<file path="config.mk">
export PLATFORM = sky130hd
export DESIGN_NAME = escaped_text_layout
export DESIGN_NICKNAME = d
export VERILOG_FILES = /design/src/rtl/etl_pkg.sv /design/src/rtl/escaped_text_layout.sv
export SDC_FILE = /design/constraint.sdc
export NUM_CORES = 1
export LEC_CHECK = 0
export BUFFER_PORTS_ARGS = -buffer_cell sky130_fd_sc_hd__buf_2
export CORE_ASPECT_RATIO = 1.1
export CORE_UTILIZATION = 45
export CTS_CLUSTER_SIZE = 40
export DETAILED_ROUTE_END_ITERATION = 8
export GPL_TIMING_DRIVEN = 0
export PLACE_DENSITY = 0.66
export SYNTH_ARGS = -nofsm -noshare
export SYNTH_HDL_FRONTEND = slang
export SYNTH_SLANG_ARGS = --single-unit
</file>
<file path="constraint.sdc">
create_clock -name clock -period 9.2 [get_ports clock]
set_clock_uncertainty 0.1 [all_clocks]
set_input_delay 0.92 -clock clock [delete_from_list [all_inputs] [get_ports clock]]
set_output_delay 0.92 -clock clock [all_outputs]
set_load 0.01 [all_outputs]
</file>
<file path="src/rtl/etl_pkg.sv">
// ----------------------------------------------------------------------------
// etl_pkg: escaped text layout package
// Character codes, register indexes, escape states and the colour table.
// ----------------------------------------------------------------------------
package etl_pkg;

   // field widths
   localparam int unsigned CharWidth   = 8;
   localparam int unsigned ColumnWidth = 10;
   localparam int unsigned RowWidth    = 5;
   localparam int unsigned ColorWidth  = 24;
   localparam int unsigned GlyphWWidth = 5;
   localparam int unsigned CsrIdxWidth = 3;
   localparam int unsigned CsrWidth    = 24;

   // character codes
   localparam logic [CharWidth-1:0] CHAR_NUL   = 8'h00;
   localparam logic [CharWidth-1:0] CHAR_TAB   = 8'h09;
   localparam logic [CharWidth-1:0] CHAR_SPACE = 8'h20;
   localparam logic [CharWidth-1:0] CHAR_COLOR = 8'h43; // 'C'

   // colour intensities
   localparam logic [7:0] HALF = 8'h7f;
   localparam logic [7:0] FULL = 8'hff;

   // register indexes
   typedef enum logic [CsrIdxWidth-1:0] {
      REG_START_COLUMN = 3'd0,
      REG_TEXT_ROW     = 3'd1,
      REG_START_COLOR  = 3'd2,
      REG_GLYPH_WIDTH  = 3'd3,
      REG_MEASURE_ONLY = 3'd4
   } csr_index_type;

   // escape state
   typedef enum logic [1:0] {
      ESC_NORMAL    = 2'd0,
      ESC_AFTER_TAB = 2'd1,
      ESC_COLOR     = 2'd2
   } esc_state_type;

   // reset values of the registers
   localparam logic [ColumnWidth-1:0] START_COLUMN_RST = '0;
   localparam logic [RowWidth-1:0]    TEXT_ROW_RST     = '0;
   localparam logic [ColorWidth-1:0]  START_COLOR_RST  = 24'hff0000;
   localparam logic [GlyphWWidth-1:0] GLYPH_WIDTH_RST  = 5'd5;

   // colour picked by the letter after a colour escape
   function automatic logic [ColorWidth-1:0] pick_color(input logic [CharWidth-1:0] c);
      logic [ColorWidth-1:0] rgb;
      begin
         unique case (c)
            8'h67:   rgb = {8'h00, HALF, 8'h00};   // g
            8'h47:   rgb = {8'h00, FULL, 8'h00};   // G
            8'h62:   rgb = {8'h00, 8'h00, HALF};   // b
            8'h42:   rgb = {8'h00, 8'h00, FULL};   // B
            8'h72:   rgb = {HALF, 8'h00, 8'h00};   // r
            8'h52:   rgb = {FULL, 8'h00, 8'h00};   // R
            8'h79:   rgb = {HALF, HALF, 8'h00};    // y
            8'h59:   rgb = {FULL, FULL, 8'h00};    // Y
            8'h77:   rgb = {HALF, HALF, HALF};     // w
            default: rgb = {FULL, FULL, FULL};
         endcase
         return rgb;
      end
   endfunction

endpackage

</file>
<file path="src/rtl/escaped_text_layout.sv">
// A request is captured in the input register; its result is then offered
// from the result register. One request per cycle while rsp_ready is high;
// the input and result registers each hold one request, so a new request is
// taken while a result waits. Reset (synchronous, active high) clears cursor,
// colour and escape state, loads register defaults and empties both registers.
// ----------------------------------------------------------------------------
// escaped_text_layout: text layout with escape codes for an LED matrix
// Tracks cursor column, colour and escape state; one response per character,
// a draw command only for drawn glyphs, and saturating cursor advance.
// ----------------------------------------------------------------------------
module escaped_text_layout (
   input  logic                               clock,
   input  logic                               reset,
   // configuration
   input  logic                               csr_write_en,
   input  logic [etl_pkg::CsrIdxWidth-1:0]    csr_index,
   input  logic [etl_pkg::CsrWidth-1:0]       csr_wdata,
   // request channel
   input  logic                               req_valid,
   output logic                               req_ready,
   input  logic [etl_pkg::CharWidth-1:0]      req_char_code,
   input  logic                               req_first_char,
   // response channel
   output logic                               rsp_valid,
   input  logic                               rsp_ready,
   output logic                               rsp_draw_valid,
   output logic [etl_pkg::ColumnWidth-1:0]    rsp_draw_column,
   output logic [etl_pkg::RowWidth-1:0]       rsp_draw_row,
   output logic [etl_pkg::ColorWidth-1:0]     rsp_draw_color,
   output logic [etl_pkg::CharWidth-1:0]      rsp_draw_glyph,
   output logic [etl_pkg::ColumnWidth-1:0]    rsp_cursor_after
);
   import etl_pkg::*;

   localparam logic [ColumnWidth-1:0] CursorMax = '1;

   // configuration registers
   logic [ColumnWidth-1:0] start_column_ff;
   logic [RowWidth-1:0]    text_row_ff;
   logic [ColorWidth-1:0]  start_color_ff;
   logic [GlyphWWidth-1:0] glyph_width_ff;
   logic                   measure_only_ff;

   // layout state
   logic [ColumnWidth-1:0] cursor_ff, cursor_in;
   logic [ColorWidth-1:0]  color_ff, color_in;
   esc_state_type          esc_ff, esc_in;

   // input register
   logic                 in_valid_ff;
   logic [CharWidth-1:0] in_char_ff;
   logic                 in_first_ff;

   // result register
   logic                   out_valid_ff;
   logic                   out_draw_ff, out_draw_in;
   logic [ColumnWidth-1:0] out_column_ff, out_column_in;
   logic [RowWidth-1:0]    out_row_ff, out_row_in;
   logic [ColorWidth-1:0]  out_color_ff, out_color_in;
   logic [CharWidth-1:0]   out_glyph_ff, out_glyph_in;
   logic [ColumnWidth-1:0] out_after_ff;

   logic move;

   // handshake: the input register drains into the result register
   assign move      = in_valid_ff && (!out_valid_ff || rsp_ready);
   assign req_ready = !in_valid_ff || move;

   // configuration writes
   always_ff @(posedge clock) begin
      if (reset) begin
         start_column_ff <= START_COLUMN_RST;
         text_row_ff     <= TEXT_ROW_RST;
         start_color_ff  <= START_COLOR_RST;
         glyph_width_ff  <= GLYPH_WIDTH_RST;
         measure_only_ff <= 1'b0;
      end else if (csr_write_en) begin
         case (csr_index_type'(csr_index))
            REG_START_COLUMN: start_column_ff <= csr_wdata[ColumnWidth-1:0];
            REG_TEXT_ROW:     text_row_ff     <= csr_wdata[RowWidth-1:0];
            REG_START_COLOR:  start_color_ff  <= csr_wdata[ColorWidth-1:0];
            REG_GLYPH_WIDTH:  glyph_width_ff  <= csr_wdata[GlyphWWidth-1:0];
            REG_MEASURE_ONLY: measure_only_ff <= csr_wdata[0];
            default: ;
         endcase
      end
   end

   // layout of the character held in the input register
   always_comb begin
      logic [ColumnWidth-1:0] cur;
      logic [ColorWidth-1:0]  col;
      esc_state_type          esc;
      logic                   draw;
      logic [GlyphWWidth-1:0] step;
      logic [ColumnWidth:0]   sum;

      cur  = in_first_ff ? start_column_ff : cursor_ff;
      col  = in_first_ff ? start_color_ff  : color_ff;
      esc  = in_first_ff ? ESC_NORMAL      : esc_ff;
      draw = 1'b0;
      step = '0;
      esc_in   = ESC_NORMAL;
      color_in = col;

      priority if (in_char_ff == CHAR_TAB) begin
         esc_in = ESC_AFTER_TAB;
      end else if (in_char_ff == CHAR_NUL) begin
         esc_in = ESC_NORMAL;
      end else if (esc == ESC_AFTER_TAB && in_char_ff == CHAR_SPACE) begin
         step = GlyphWWidth'(1);
      end else if (esc == ESC_AFTER_TAB && in_char_ff == CHAR_COLOR) begin
         esc_in = ESC_COLOR;
      end else if (esc == ESC_COLOR) begin
         color_in = pick_color(in_char_ff);
      end else begin
         draw = 1'b1;
         step = glyph_width_ff;
      end

      // saturating advance
      sum       = {1'b0, cur} + {{(ColumnWidth + 1 - GlyphWWidth){1'b0}}, step};
      cursor_in = sum[ColumnWidth] ? CursorMax : sum[ColumnWidth-1:0];

      out_draw_in   = draw && !measure_only_ff;
      out_column_in = out_draw_in ? cur            : '0;
      out_row_in    = out_draw_in ? text_row_ff    : '0;
      out_color_in  = out_draw_in ? col            : '0;
      out_glyph_in  = out_draw_in ? in_char_ff     : '0;
   end

   // state and pipeline registers
   always_ff @(posedge clock) begin
      if (reset) begin
         cursor_ff    <= '0;
         color_ff     <= '0;
         esc_ff       <= ESC_NORMAL;
         in_valid_ff  <= 1'b0;
         out_valid_ff <= 1'b0;
      end else begin
         if (req_ready) begin
            in_valid_ff <= req_valid;
         end
         if (move) begin
            cursor_ff    <= cursor_in;
            color_ff     <= color_in;
            esc_ff       <= esc_in;
            out_valid_ff <= 1'b1;
         end else if (rsp_ready) begin
            out_valid_ff <= 1'b0;
         end
      end
   end

   // payload registers
   always_ff @(posedge clock) begin
      if (req_valid && req_ready) begin
         in_char_ff  <= req_char_code;
         in_first_ff <= req_first_char;
      end
      if (move) begin
         out_draw_ff   <= out_draw_in;
         out_column_ff <= out_column_in;
         out_row_ff    <= out_row_in;
         out_color_ff  <= out_color_in;
         out_glyph_ff  <= out_glyph_in;
         out_after_ff  <= cursor_in;
      end
   end

   assign rsp_valid        = out_valid_ff;
   assign rsp_draw_valid   = out_draw_ff;
   assign rsp_draw_column  = out_column_ff;
   assign rsp_draw_row     = out_row_ff;
   assign rsp_draw_color   = out_color_ff;
   assign rsp_draw_glyph   = out_glyph_ff;
   assign rsp_cursor_after = out_after_ff;

endmodule
</file>
After elaboration in Yosys (flattened, before gate mapping) --
Cells that the tools add are included.
Cells by class: add/sub/neg operators 1, $mul 0, divide/modulo/power cells 0, order comparisons 0, equal/unequal tests 18, shift operators 0, mux-type cells 26, bitwise logic cells 0, reductions and logical operators 18
Operator list (count):
- $pmux 24 s9 | 1
- $mux 24 | 6
- $eq 8x7->1 const B | 10
- $mux 5 | 5
- $mux 10 | 2
- $add 10x5->11 | 1
- $mux 2 | 5
- $reduce_and 2->1 | 5
- $eq 8x4->1 const B | 1
- $eq 8x6->1 const B | 1
- $logic_not 8->1 | 1
- $mux 1 | 7
- $eq 3x2->1 const B | 2
- $logic_and 1x1->1 | 5
- $eq 3x1->1 const B | 1
- $eq 3x3->1 const B | 1
- $logic_not 1->1 | 3
- $logic_not 3->1 | 1
- $eq 2x1->1 const B | 1
- $eq 2x2->1 const B | 1
- $logic_or 1x1->1 | 2
- $reduce_bool 2->1 | 1
Word-level totals: register bits after elaboration 150, bits in latches 0, memory bits (writable) 0, memory bits (read-only) 0, word-level logic and storage cells 81, memories 0

Longest topological paths before layout --
Gate-level depths: netlist (run 1).
depth in word-level cells 9, depth in mapped cells 13, mapped depth without buffers 11

Worst setup path before layout (run 1) --
No wires, ideal clock.
kind input -> register, start point input rsp_ready, end point register color_ff[23], setup time 0.075 ns, arrival 3.441 ns, required time 9.025 ns, slack 5.584 ns, cell stages on the path 6, buffers on the path 1, cell sequence nor2b_1 -> nand2b_1 -> inv_1 -> clkbuf_1 -> o211ai_1 -> a21oi_1
On the way: cells in the longest elaborated chain, start to end 2
RTL lines:
- from (decl) | line escaped_text_layout.sv:25 | input logic rsp_ready,
- $logic_or 1x1->1 | line escaped_text_layout.sv:66 | assign move = in_valid_ff && (!out_valid_ff || rsp_ready);
- $logic_and 1x1->1 | line escaped_text_layout.sv:66
- via move | line escaped_text_layout.sv:63 | logic move;
- to (signal assigned) | line escaped_text_layout.sv:146 | color_ff <= color_in;
- to (decl) | line escaped_text_layout.sv:46 | logic [ColorWidth-1:0] color_ff, color_in;
The timed path passes the listed nets, and every way through them passes these cells. A chain may end at the register's enable or synchronous reset.

Worst setup path in the final report (run 1) --
start point register in_char_ff[3], end point register out_after_ff[1], in the netlist rsp_cursor_after[1] (data pin)
On the way: cells in the longest elaborated chain, start to end 8, elaborated cells on any way between the ends 12
RTL lines:
- from (decl) | line escaped_text_layout.sv:51 | logic [CharWidth-1:0] in_char_ff;
- from (signal assigned) | line escaped_text_layout.sv:158 | in_char_ff <= req_char_code;
- $eq 8x7->1 | line escaped_text_layout.sv:112 | end else if (esc == ESC_AFTER_TAB && in_char_ff == CHAR_COLOR) begin
- $logic_and 1x1->1 | line escaped_text_layout.sv:112
- $mux 5 | line escaped_text_layout.sv:112
- $mux 5 | line escaped_text_layout.sv:110 | end else if (esc == ESC_AFTER_TAB && in_char_ff == CHAR_SPACE) begin
- $mux 5 | line escaped_text_layout.sv:108 | end else if (in_char_ff == CHAR_NUL) begin
- $mux 5 * | line escaped_text_layout.sv:106 | priority if (in_char_ff == CHAR_TAB) begin
- $add 10x5->11 * | line escaped_text_layout.sv:122 | sum = {1'b0, cur} + {{(ColumnWidth + 1 - GlyphWWidth){1'b0}}, step};
- $mux 10 * | line escaped_text_layout.sv:123 | cursor_in = sum[ColumnWidth] ? CursorMax : sum[ColumnWidth-1:0];
- via cursor_in[1] | line escaped_text_layout.sv:45 | logic [ColumnWidth-1:0] cursor_ff, cursor_in;
- to (signal assigned) | line escaped_text_layout.sv:167 | out_after_ff <= cursor_in;
- to (decl) | line escaped_text_layout.sv:61 | logic [ColumnWidth-1:0] out_after_ff;
Mark *: on every way through the listed nets, which the timed path passes. The rest lies on a longest branch.

==> results.md, run 1 <==
* Vias in the first global route at 4800
* Hold Startpoint: start_column_ff[3]
* Fin nets at 782
* Final hold violation count at 0
* Hold_buf cts at 0
* Max H-tree Level at 4
* Mapped cell area at 0.006460 mm^2
* Setup Total Neg Slack at 0 ps
* Area growth syn-to-layout at 20.72%
* Critical R2R Launch: in_char_ff[3]
* Yosys warns at 0
* Top FF cell, synth: dfxtp_1
* HP Class: reg2reg
* Power share of the clock group at 44.7%
* Synth cell types at 59
* Cell Int Power at 1.208 mW
* Starting Density at 46.45%
* PnR Total Power at 1.549 mW
* Crit path launch type: flop
* Synth top area share at 31.14%
* DIE AREA at 0.01484 mm^2
* Dpl hpwl at 10750 um
* Crit path required time at 9250 ps
* Initial DRC count at 254
* Std cell rows at 45
* Pin count of the biggest net entering global routing at 68
* Status: finished clean
* Slew @ Worst Pin at 940.8 ps
* Drt total wl at 14860 um
* Worst-path clk slew at 60 ps
* Fill cells at 1251
* Gr ovfl total at 0
* Fraction of layout cells with a size suffix above 1 at 22.06%
* TritonCTS clock tree: built
* CTS buffer count at 17
* Mapped Nets at 664
* Most common cell in the netlist: nand2_1
* Async S/R FF share, synth at 0%
* Worst Path Arrival at 4080 ps
* Register area at 0.003674 mm^2
* Via count at 4918
* 1st-pass router iterations at 5
* Combinational share of power at 7.7%
* WL/cell at 15.88 um
* PD cells at 198.7 mW/mm^2
* Sequential cell area fraction in the yosys report at 56.87%
* Avg Synthesized Cell Area at 10.47 um^2
* Cells after Synth at 617
* Pre-CTS WS at 5240 ps
* Final setup viols at 0
* Max-cap violations at 0
* Postcts setup bufs at 0
* Crit end category: flop
* FF-to-FF setup slack at 5170 ps
* Achievable Freq at 248.4 MHz
* RSZ-0062 raised after global routing: no
* Die Ht at 127.7 um
* Total GRT Usage at 21.29%
* Antenna Nets Post-Route at 0
* Worst slew margin at 37.28%
* Via density at 5.254
* Die width at 116.2 um
* Tmin final at 4026 ps
* TritonCTS Sinks at 150
* CP max FO at 10
* Number of enable flip-flop cells after synthesis at 67
* First-pass GRT wire length at 23810 um
* Flop pwr share at 47.6%
* Leak at 3.083 nW
* Synth top area cells: edfxtp_1 (31%), dfxtp_1 (26%), mux2i_1 (5.9%)
* DRC viols at 0
* I/O pin total at 101
* Resized cells post-CTS at 0
* Root buffer cell: clkbuf_16
* Critical path class: reg2reg
* Core Region at 0.01391 mm^2
* Final Max Tran Viols at 0
* Setup crit start: in_char_ff[3]
* # port buffers at 99
* Clock buffer depth at 2
* Synth cell count leaders: nand2_1 (90), dfxtp_1 (83), edfxtp_1 (67), nor2_1 (63), a21oi_1 (58)
* Final WS setup at 5174 ps
* Switching share of total power at 22.04%
* Initial antenna violation count at 0
* Area leader, netlist: edfxtp_1
* Psw at 0.3415 mW
* Peak VDD IR at 0.1292 mV
* Final period util at 43.76%
* N_diodes at 0
* Gp weighted congestion at 0.8871
* #FFs+latches synth at 150
* Later-pin clock latency in the skew report at 420 ps
* Multi-input gate area at 0.002551 mm^2
-- worst max-delay path: stages, from the launching register on --
cell and delay [ps]:
edfxtp_1 370, buf_6 150, or3b_1 390, o41a_1 420
nor2_1 120, o21ai_0 180, ha_1 300, fa_1 470
a211oi_1 330, o21bai_1 160, nor2b_1 170, nand3_1 150
clkbuf_1 340, nand2_1 110
-- kinds of logic after synthesis --
kind of cell | Yosys count | share of synthesized area, %
and+or+nand+nor | 241 | 18.21
muxes | 44 | 6.934
DFF | 150 | 56.87
xor gates and xnor gates | 8 | 1.085
adders and majority gates | 6 | 1.278
buffers and inverters | 50 | 3.641
AOI/OAI and AO/OA | 118 | 11.99
-- layout by cell type, fill, tap and decap left out, drive strengths merged, types with 2 or more instances in the layout --
cell type and instances:
buf 115, nand2 90, dfxtp 83, edfxtp 67, nor2 63, a21oi 59
clkbuf 46, mux2i 38, and2 25, inv 15, o2bb2ai 14, nand3b 12
nor3 9, o21ai 8, nand3 8, xnor2 8, nor2b 7, o32ai 7
mux2 6, a311oi 6, nand2b 6, ha 5, a21o 4, nand4 4
clkinv 4, nor4 3, a211o 3, a211oi 2, o21bai 2, or2 2
o211ai 2, o221ai 2, nor3b 2, or3b 2
-- final timing paths --
path | endpoint | cells past startpoint
hold reg to reg | start_column_ff[3] | 2
setup reg to reg | rsp_cursor_after[1] | 13
hold / removal | start_column_ff[3] | 2
setup / recovery | rsp_cursor_after[1] | 13
-- state kept, by name, indices dropped and copies added (netlist names), 2 cells and up --
signal / flops
rsp_draw_glyph: 8
rsp_cursor_after: 10
rsp_draw_row: 5
color_ff: 24
esc_ff: 2
start_column_ff: 10
glyph_width_ff: 5
rsp_draw_color: 24
cursor_ff: 10
text_row_ff: 5
start_color_ff: 24
rsp_draw_column: 10
in_char_ff: 8
-- final cells by class --
| class | instances | area share (%) |
|---|---|---|
| flip-flops and latches | 150 | 47.10 |
| multi-input cells | 417 | 32.71 |
| clock buffers | 27 | 7.011 |
| repair buffers | 99 | 6.353 |
| well taps | 188 | 3.016 |
| plain buffers | 35 | 2.342 |
| clock inverters | 5 | 0.7380 |
| inverters | 15 | 0.7220 |
-- power by group through the flow --
stage / sequential (mW) / clock, mW / combinational [mW]
4_1_cts: 0.738 / 0.701 / 0.120
3_5_place_dp: 0.752 / 0 / 0.119
6_report: 0.738 / 0.692 / 0.120
5_1_grt: 0.741 / 0.733 / 0.132
2_1_floorplan: 0.756 / 0 / 0.0692
3_3_place_gp: 0.752 / 0 / 0.116
-- per-stage QoR --
stage	hold slack (ps)	cell area (um^2)	std cells	utilization (%)
floorplan	326.8	6460	617	-
global placement	336.9	7191	904	51.70
detailed placement	346.0	7194	904	51.73
CTS	356.8	7799	936	56.08
global route	380.2	7799	936	56.08
finish	354.3	7799	936	56.08
-- per-layer routing --
metal  share of wire, %  GRT usage (%)
met2                 50          36.27
met1                 44          25.89
met3                4.6          5.343
met5                  0              0
met4                1.7          7.541
(Power assumes the default switching activity.)
==> inputs of run 2 (changes only) <==
--- a/config.mk
+++ b/config.mk
@@ -5,13 +5,14 @@
 export SDC_FILE = /design/constraint.sdc
 export NUM_CORES = 1
 export LEC_CHECK = 0
+export ABC_AREA = 1
 export BUFFER_PORTS_ARGS = -buffer_cell sky130_fd_sc_hd__buf_2
 export CORE_ASPECT_RATIO = 1.1
 export CORE_UTILIZATION = 45
 export CTS_CLUSTER_SIZE = 40
 export DETAILED_ROUTE_END_ITERATION = 8
 export GPL_TIMING_DRIVEN = 0
-export PLACE_DENSITY = 0.66
+export PLACE_DENSITY = 0.68
 export SYNTH_ARGS = -nofsm -noshare
 export SYNTH_HDL_FRONTEND = slang
 export SYNTH_SLANG_ARGS = --single-unit
==> constraint.sdc (replaced) <==
create_clock -name clock -period 3.35 [get_ports clock]
set_clock_uncertainty 0.1 [all_clocks]
set_input_delay 0.335 -clock clock [delete_from_list [all_inputs] [get_ports clock]]
set_output_delay 0.335 -clock clock [all_outputs]
set_load 0.01 [all_outputs]
==> run 2 against run 1 <==
- worst setup slack lost 4900 ps
- wire length grew 0.61%
- sequential cell count is the same
- maximum frequency grew 31%
- total power grew to 2.9 times the previous value
- sequential share of layout area shrank 2.0 points
- via count grew 5.7%
- global-route usage shrank 0.93 points
- synthesized cell count grew 18%
- sequential power grew to 2.8 times the previous value
- final area grew 4.4%
- critical path depth shrank 1
- largest power group unchanged
==> results.md, run 2 <==
* Status: finished clean (unchanged)
* HP Class: in2reg (was reg2reg)
* Std cell rows at 46 (was 45)
* # port buffers at 99 (unchanged)
* Number of enable flip-flop cells after synthesis at 67 (unchanged)
* Drt total wl at 14950 um (was 14860 um)
* Core Region at 0.01450 mm^2 (was 0.01391 mm^2)
* Worst Hold Depth at 3 (was 2)
* Synth top area share at 30.02% (was 31.14%)
* Crit end category: flop (unchanged)
* Hold Startpoint: csr_wdata[21] (was start_column_ff[3])
* Area leader, netlist: edfxtp_1 (unchanged)
* Via density at 4.900 (was 5.254)
* Setup Total Neg Slack at 0 ps (unchanged)
* Initial antenna violation count at 0 (unchanged)
* Max-cap violations at 0 (unchanged)
* N_diodes at 0 (unchanged)
* Root buffer cell: clkbuf_16 (unchanged)
* Die Ht at 130.0 um (was 127.7 um)
* First-pass GRT wire length at 24040 um (was 23810 um)
* Final setup viols at 0 (unchanged)
* FF-to-FF End: rsp_cursor_after[6] (was rsp_cursor_after[1])
* Highest-count cells in the layout ignoring fill and taps: nand2_1 (120), nor2_1 (118), buf_2 (104) (was buf_2 (107), nand2_1 (90), dfxtp_1 (83))
* Critical R2R Launch: in_first_ff (was in_char_ff[3])
* Achievable Freq at 325.1 MHz (was 248.4 MHz)
* Dpl hpwl at 10440 um (was 10750 um)
* Worst-path clk slew at 60 ps (about the same)
* Async S/R FF share, synth at 0% (unchanged)
* Worst Path Arrival at 3150 ps (was 4080 ps)
* Final period util at 91.83% (was 43.76%)
* Gr ovfl total at 0 (unchanged)
* Gp weighted congestion at 0.8450 (was 0.8871)
* Area growth syn-to-layout at 21.53% (was 20.72%)
* Main combinational cell family by area after synthesis: simple AND/OR/NAND/NOR gates (unchanged)
* Yosys warns at 0 (unchanged)
* WL/cell at 14.09 um (was 15.88 um)
* Fin nets at 903 (was 782)
* Initial DRC count at 424 (was 254)
* Fraction of layout cells with a size suffix above 1 at 23.48% (was 22.06%)
* Peak VDD IR at 0.2992 mV (was 0.1292 mV)
* Slew @ Worst Pin at 928.5 ps (was 940.8 ps)
* PD cells at 544.9 mW/mm^2 (was 198.7 mW/mm^2)
* Sequential cell area fraction in the yosys report at 54.82% (was 56.87%)
* Placed Instances at 1020 (was 904)
* Simple-Gate Fraction of Synth Area at 23.90% (was 18.21%)
* Adder-cell share of the synthesized area at 1.232% (was 1.278%)
* Post-Layout Cell Count at 1061 (was 936)
* Total GRT Usage at 20.36% (was 21.29%)
* Synth cell types at 37 (was 59)
* 1st-pass router iterations at 5 (unchanged)
* Critical path class: reg2reg (unchanged)
* Cells after Synth at 729 (was 617)
* Starting Density at 46.20% (was 46.45%)
* Crit path required time at 3420 ps (was 9250 ps)
* Crit path launch type: flop (unchanged)
* Top FF cell, synth: dfxtp_1 (unchanged)
* Hold Path Sink: start_color_ff[21] (was start_column_ff[3])
* CP max FO at 10 (unchanged)
* DRC viols at 0 (unchanged)
* Max H-tree Level at 4 (unchanged)
* DIE AREA at 0.01539 mm^2 (was 0.01484 mm^2)
* TritonCTS Sinks at 150 (unchanged)
* Tmin final at 3076 ps (was 4026 ps)
* Synth top area cells: edfxtp_1 (30%), dfxtp_1 (25%), nand2_1 (6.7%) (was edfxtp_1 (31%), dfxtp_1 (26%), mux2i_1 (5.9%))
* Post-synthesis xor/xnor area fraction at 0.5228% (was 1.085%)
* Avg Synthesized Cell Area at 9.193 um^2 (was 10.47 um^2)
* Clock buffer depth at 2 (unchanged)
* Cell count of the worst reg-to-reg path at 12 (was 13)
* Final hold violation count at 0 (unchanged)
* Die width at 118.4 um (was 116.2 um)
* Mapped cell area at 0.006701 mm^2 (was 0.006460 mm^2)
* Mux cell area share after synthesis at 3.435% (was 6.934%)
* Worst slew margin at 38.10% (was 37.28%)
* Pin count of the biggest net entering global routing at 68 (unchanged)
* Final Max Tran Viols at 0 (unchanged)
* Antenna Nets Post-Route at 0 (unchanged)
* CTS buffer count at 17 (unchanged)
* RSZ-0062 raised after global routing: no (unchanged)
* TritonCTS clock tree: built (unchanged)
* Mapped Nets at 776 (was 664)
* Later-pin clock latency in the skew report at 430 ps (was 420 ps)
* Compound-Gate Fraction of Synth Area at 9.503% (was 11.99%)
* Leak at 3.494 nW (was 3.083 nW)
* Via count at 5199 (was 4918)
* Commonest non-fill, non-tap cell in the layout: nand2_1 (was buf_2)
* I/O pin total at 101 (unchanged)
* Vias in the first global route at 4918 (was 4800)
* Synth cell count leaders: nand2_1 (120), nor2_1 (118), dfxtp_1 (83), edfxtp_1 (67), a21oi_1 (61) (was nand2_1 (90), dfxtp_1 (83), edfxtp_1 (67), nor2_1 (63), a21oi_1 (58))
* FF-to-FF setup slack at 270 ps (was 5170 ps)
* Most common cell in the netlist: nand2_1 (unchanged)
* #FFs+latches synth at 150 (unchanged)
run 2: changes by cell type in the layout (fill, tap and decap cells not counted), moves of 8 or more:
cell           delta
mux2i_1          -15
nor3_1            -9
nor2_4           +32
dlygate4sd3_1     +9
nand2_1          +30
nand3b_1         -12
inv_1            +43
and2_1           -15
nor2_1           +55
o2bb2ai_1        -14
nand3_1          +24
o21ai_0          +37
and2_4            -8
run 2: kinds of logic after synthesis:
group,after synthesis
DFF,150
xor gates and xnor gates,4
AOI/OAI and AO/OA,122
buffers and inverters,98
adders and majority gates,6
muxes,23
and+or+nand+nor,326
run 2: stage by stage:
step | hold WS, ps | utilization [%] | power (mW) | instance area [um^2] | worst slack (ps)
after floorplan | 328.6 | - | 2.359 | 6701 | 341.6
after global placement | 341.3 | 51.28 | 2.494 | 7437 | -983.8
after detailed placement | 345.6 | 51.30 | 2.496 | 7441 | 172.0
after CTS | 15.26 | 56.15 | 4.465 | 8144 | 160.9
after global routing | 27.43 | 56.15 | 4.593 | 8144 | 40.06
final | 22.46 | 56.15 | 4.438 | 8144 | 273.7
run 2: area by class of cell:
| type | count | area (um^2) |
|---|---|---|
| multi-input cells | 481 | 2586 |
| repair buffers | 108 | 585.6 |
| fillers | 1321 | 6360 |
| clock inverters | 13 | 170.2 |
| inverters | 65 | 244.0 |
| well taps | 192 | 240.2 |
| clock buffers | 19 | 442.9 |
| plain buffers | 33 | 201.4 |
| flip-flops and latches | 150 | 3674 |
run 2: power breakdown:
part	switching, mW	internal (mW)
Combinational	0.266	0.160
Clock	0.772	1.20
Sequential	0.0313	2.01
Total	1.07	3.37
run 2: what timing repair did:
item	4_1_cts	5_1_grt
hold buffers	9	0
gates resized for setup	0	2
setup buffers	0	0
setup endpoints to repair	0	9
endpoints found under the hold margin	9	0
run 2: critical path: stages (launching register included):
cell and delay [ps]:
edfxtp_1 410, buf_6 170, clkbuf_1 320, o21ai_1 360
inv_1 80, ha_1 240, fa_1 440, nand3_1 100
nand2_1 80, nand2_1 110, a21oi_2 100, o21ai_0 250
inv_1 70
run 2: metal layers:
layer  share of wire, %  up-vias  GRT usage, %
li1                   -     2645             -
met1                 44     2386         24.90
met2                 50      142         35.81
met3                4.4       26         3.409
met4                2.0        0         8.597
met5                  0        -             0
run 2: how the worst max path moves through the flow:
stage | from | to | slack [ps] | depth (start not counted)
floorplan | rsp_ready | rsp_cursor_after[0] | 340 | 5
global placement | rsp_ready | cursor_ff[5] | -980 | 9
detailed placement | in_first_ff | rsp_cursor_after[6] | 170 | 12
CTS | in_first_ff | rsp_cursor_after[6] | 160 | 12
global route | in_first_ff | cursor_ff[7] | 40 | 13
finish | in_first_ff | rsp_cursor_after[6] | 270 | 12
==> inputs of run 3 (changes only) <==
--- a/config.mk
+++ b/config.mk
@@ -8,9 +8,11 @@
 export ABC_AREA = 1
 export BUFFER_PORTS_ARGS = -buffer_cell sky130_fd_sc_hd__buf_2
 export CORE_ASPECT_RATIO = 1.1
+export CORE_MARGIN = 3
 export CORE_UTILIZATION = 45
 export CTS_CLUSTER_SIZE = 40
 export DETAILED_ROUTE_END_ITERATION = 8
+export GPL_ROUTABILITY_DRIVEN = 0
 export GPL_TIMING_DRIVEN = 0
 export PLACE_DENSITY = 0.68
 export SYNTH_ARGS = -nofsm -noshare
==> run 3 against run 2 <==
- largest power group unchanged
- critical path depth unchanged
- sequential share of layout area increased by 0.097 points
- critical path type unchanged
- critical endpoint unchanged
- sequential power about the same
==> results.md, run 3 (same netlist as run 2, synthesis figures left out) <==
* DRC viols at 0 (unchanged)
* Slew @ Worst Pin at 909.3 ps (was 928.5 ps)
* Final WS setup at 187.2 ps (was 273.7 ps)
* Antenna Nets Post-Route at 0 (unchanged)
* Peak VDD IR at 0.3679 mV (was 0.2992 mV)
* Crit end category: flop (unchanged)
* CP Buf/Inv Count at 4 (unchanged)
* TritonCTS clock tree: built (unchanged)
* Cell count of the worst reg-to-reg path at 12 (unchanged)
* Placed Instances at 1020 (unchanged)
* Max incr delay on CP at 490 ps (was 440 ps)
* Drt total wl at 15160 um (was 14950 um)
* Final period util at 94.41% (was 91.83%)
* PD cells at 539.3 mW/mm^2 (was 544.9 mW/mm^2)
* Critical R2R Launch: in_first_ff (unchanged)
* Gr ovfl total at 0 (unchanged)
* Final instance area at 0.008127 mm^2 (was 0.008144 mm^2)
* Achievable Freq at 316.2 MHz (was 325.1 MHz)
* HP Class: in2reg (unchanged)
* Vias in the first global route at 4955 (was 4918)
* Clock buffer depth at 2 (unchanged)
* Final setup viols at 0 (unchanged)
* Post-layout util at 56.03% (was 56.15%)
* Crit path launch type: flop (unchanged)
* TritonCTS Sinks at 150 (unchanged)
* Setup Total Neg Slack at 0 ps (unchanged)
* Total GRT Usage at 19.21% (was 20.36%)
* Crit path required time at 3420 ps (about the same)
* Pre-CTS WS at 192.8 ps (was 172.0 ps)
* CTS buffer count at 17 (unchanged)
* Setup crit start: in_first_ff (unchanged)
* Leak at 3.487 nW (was 3.494 nW)
* 1st-pass router iterations at 5 (unchanged)
* Pin count of the biggest net entering global routing at 68 (unchanged)
* CP max FO at 10 (unchanged)
* Via density at 4.913 (was 4.900)
* Status: finished clean (unchanged)
* Fin nets at 903 (unchanged)
* Final hold violation count at 0 (unchanged)
* Highest-count cells in the layout ignoring fill and taps: nand2_1 (120), nor2_1 (118), buf_2 (104) (unchanged)
* FF-to-FF setup slack at 190 ps (was 270 ps)
* Commonest non-fill, non-tap cell in the layout: nand2_1 (unchanged)
* Worst Path Arrival at 3230 ps (was 3150 ps)
* Initial DRC count at 322 (was 424)
* I/O pin total at 101 (unchanged)
* Later-pin clock latency in the skew report at 420 ps (was 430 ps)
* CP delay by family, top: compound AO/OA/AOI/OAI gates (unchanged)
* Area growth syn-to-layout at 21.27% (was 21.53%)
* Tmin final at 3163 ps (was 3076 ps)
* Crit-path slowest cell: o21ai_0 (was fa_1)
* Dpl cell area at 0.007441 mm^2 (unchanged)
* Fill cells at 1290 (was 1321)
* # port buffers at 99 (unchanged)
* Std cell rows at 46 (unchanged)
* Max H-tree Level at 4 (unchanged)
* Post-Layout Cell Count at 1061 (unchanged)
* Initial antenna violation count at 0 (unchanged)
* Dpl hpwl at 10680 um (was 10440 um)
* Worst Hold Depth at 3 (unchanged)
* Hold Startpoint: csr_wdata[18] (was csr_wdata[21])
* Final Max Tran Viols at 0 (unchanged)
* Critical path class: reg2reg (unchanged)
* Starting Density at 46.20% (unchanged)
* DIE AREA at 0.01639 mm^2 (was 0.01539 mm^2)
* Root buffer cell: clkbuf_16 (unchanged)
* Via count at 5213 (was 5199)
* Core Region at 0.01450 mm^2 (unchanged)
* Die width at 122.4 um (was 118.4 um)
* Max-cap violations at 0 (unchanged)
* Worst-path clk slew at 60 ps (about the same)
* Worst slew margin at 39.38% (was 38.10%)
* First-pass GRT wire length at 24560 um (was 24040 um)
* Hold Path Sink: start_color_ff[18] (was start_color_ff[21])
* FF-to-FF End: rsp_cursor_after[6] (unchanged)
* Fraction of layout cells with a size suffix above 1 at 23.01% (was 23.48%)
* Die Ht at 134.0 um (was 130.0 um)
* WL/cell at 14.29 um (was 14.09 um)
* Postcts setup bufs at 0 (unchanged)
* Sequence of cells on the critical path: buf_6, clkbuf_1, o21ai_0, inv_1, ha_1, fa_1, nand3_1, nand2_1, nand2_1, a21oi_2, o21ai_0, inv_1 (was buf_6, clkbuf_1, o21ai_1, inv_1, ha_1, fa_1, nand3_1, nand2_1, nand2_1, a21oi_2, o21ai_0, inv_1)
* N_diodes at 0 (unchanged)
* RSZ-0062 raised after global routing: no (unchanged)
-- run 3: final cells by class --
| cell class | count | area, um^2 | share of cell area [%] |
|---|---|---|---|
| multi-input cells | 481 | 2586 | 31.82 |
| well taps | 192 | 240.2 | 2.956 |
| clock inverters | 8 | 123.9 | 1.524 |
| inverters | 65 | 244.0 | 3.002 |
| clock buffers | 24 | 471.7 | 5.804 |
| repair buffers | 108 | 585.6 | 7.206 |
| plain buffers | 33 | 201.4 | 2.479 |
| flip-flops and latches | 150 | 3674 | 45.20 |
-- run 3: worst max path at each step --
stage                                to  slack, ps  depth (start not counted)
floorplan           rsp_cursor_after[0]        340                          5
global placement           cursor_ff[5]      -1010                          9
detailed placement  rsp_cursor_after[6]        190                         12
CTS                 rsp_cursor_after[6]        180                         12
global route        rsp_cursor_after[6]          6                         12
finish              rsp_cursor_after[6]        190                         12
-- run 3: layer usage --
layer  part of all wire, %  vias up  GRT usage [%]
met5                     0        -              0
met4                   1.6        0          6.534
met3                   5.1       24          4.218
met2                    50      134          32.88
met1                    43     2406          23.93
li1                      -     2649              -
-- run 3: worst reg2reg max path, delay by kind of cell (launching register included) --
kind | cells | cell delay, ps
buf+inv | 4 | 620
simple gates | 3 | 290
fa+ha+maj | 2 | 690
compound gates | 3 | 840
flops | 1 | 370
-- run 3: where the power goes --
part / switching (mW) / leakage (nW) / internal [mW]
clock: 0.707 / 0.284 / 1.21
combinational: 0.266 / 1.89 / 0.160
sequential: 0.0311 / 1.31 / 2.01
total: 1.00 / 3.49 / 3.38
-- run 3: what timing repair did --
action	CTS	global route
hold endpoints to repair	9	0
gates resized for setup	0	0
hold buffers	9	0
-- run 3: metrics by stage --
| stage | hold WS (ps) | power [mW] |
|---|---|---|
| final | 25.05 | 4.383 |
| after global placement | 341.2 | 2.496 |
| after detailed placement | 344.2 | 2.496 |
| after CTS | 14.56 | 4.415 |
| after floorplan | 328.6 | 2.359 |
| after global routing | 31.01 | 4.549 |
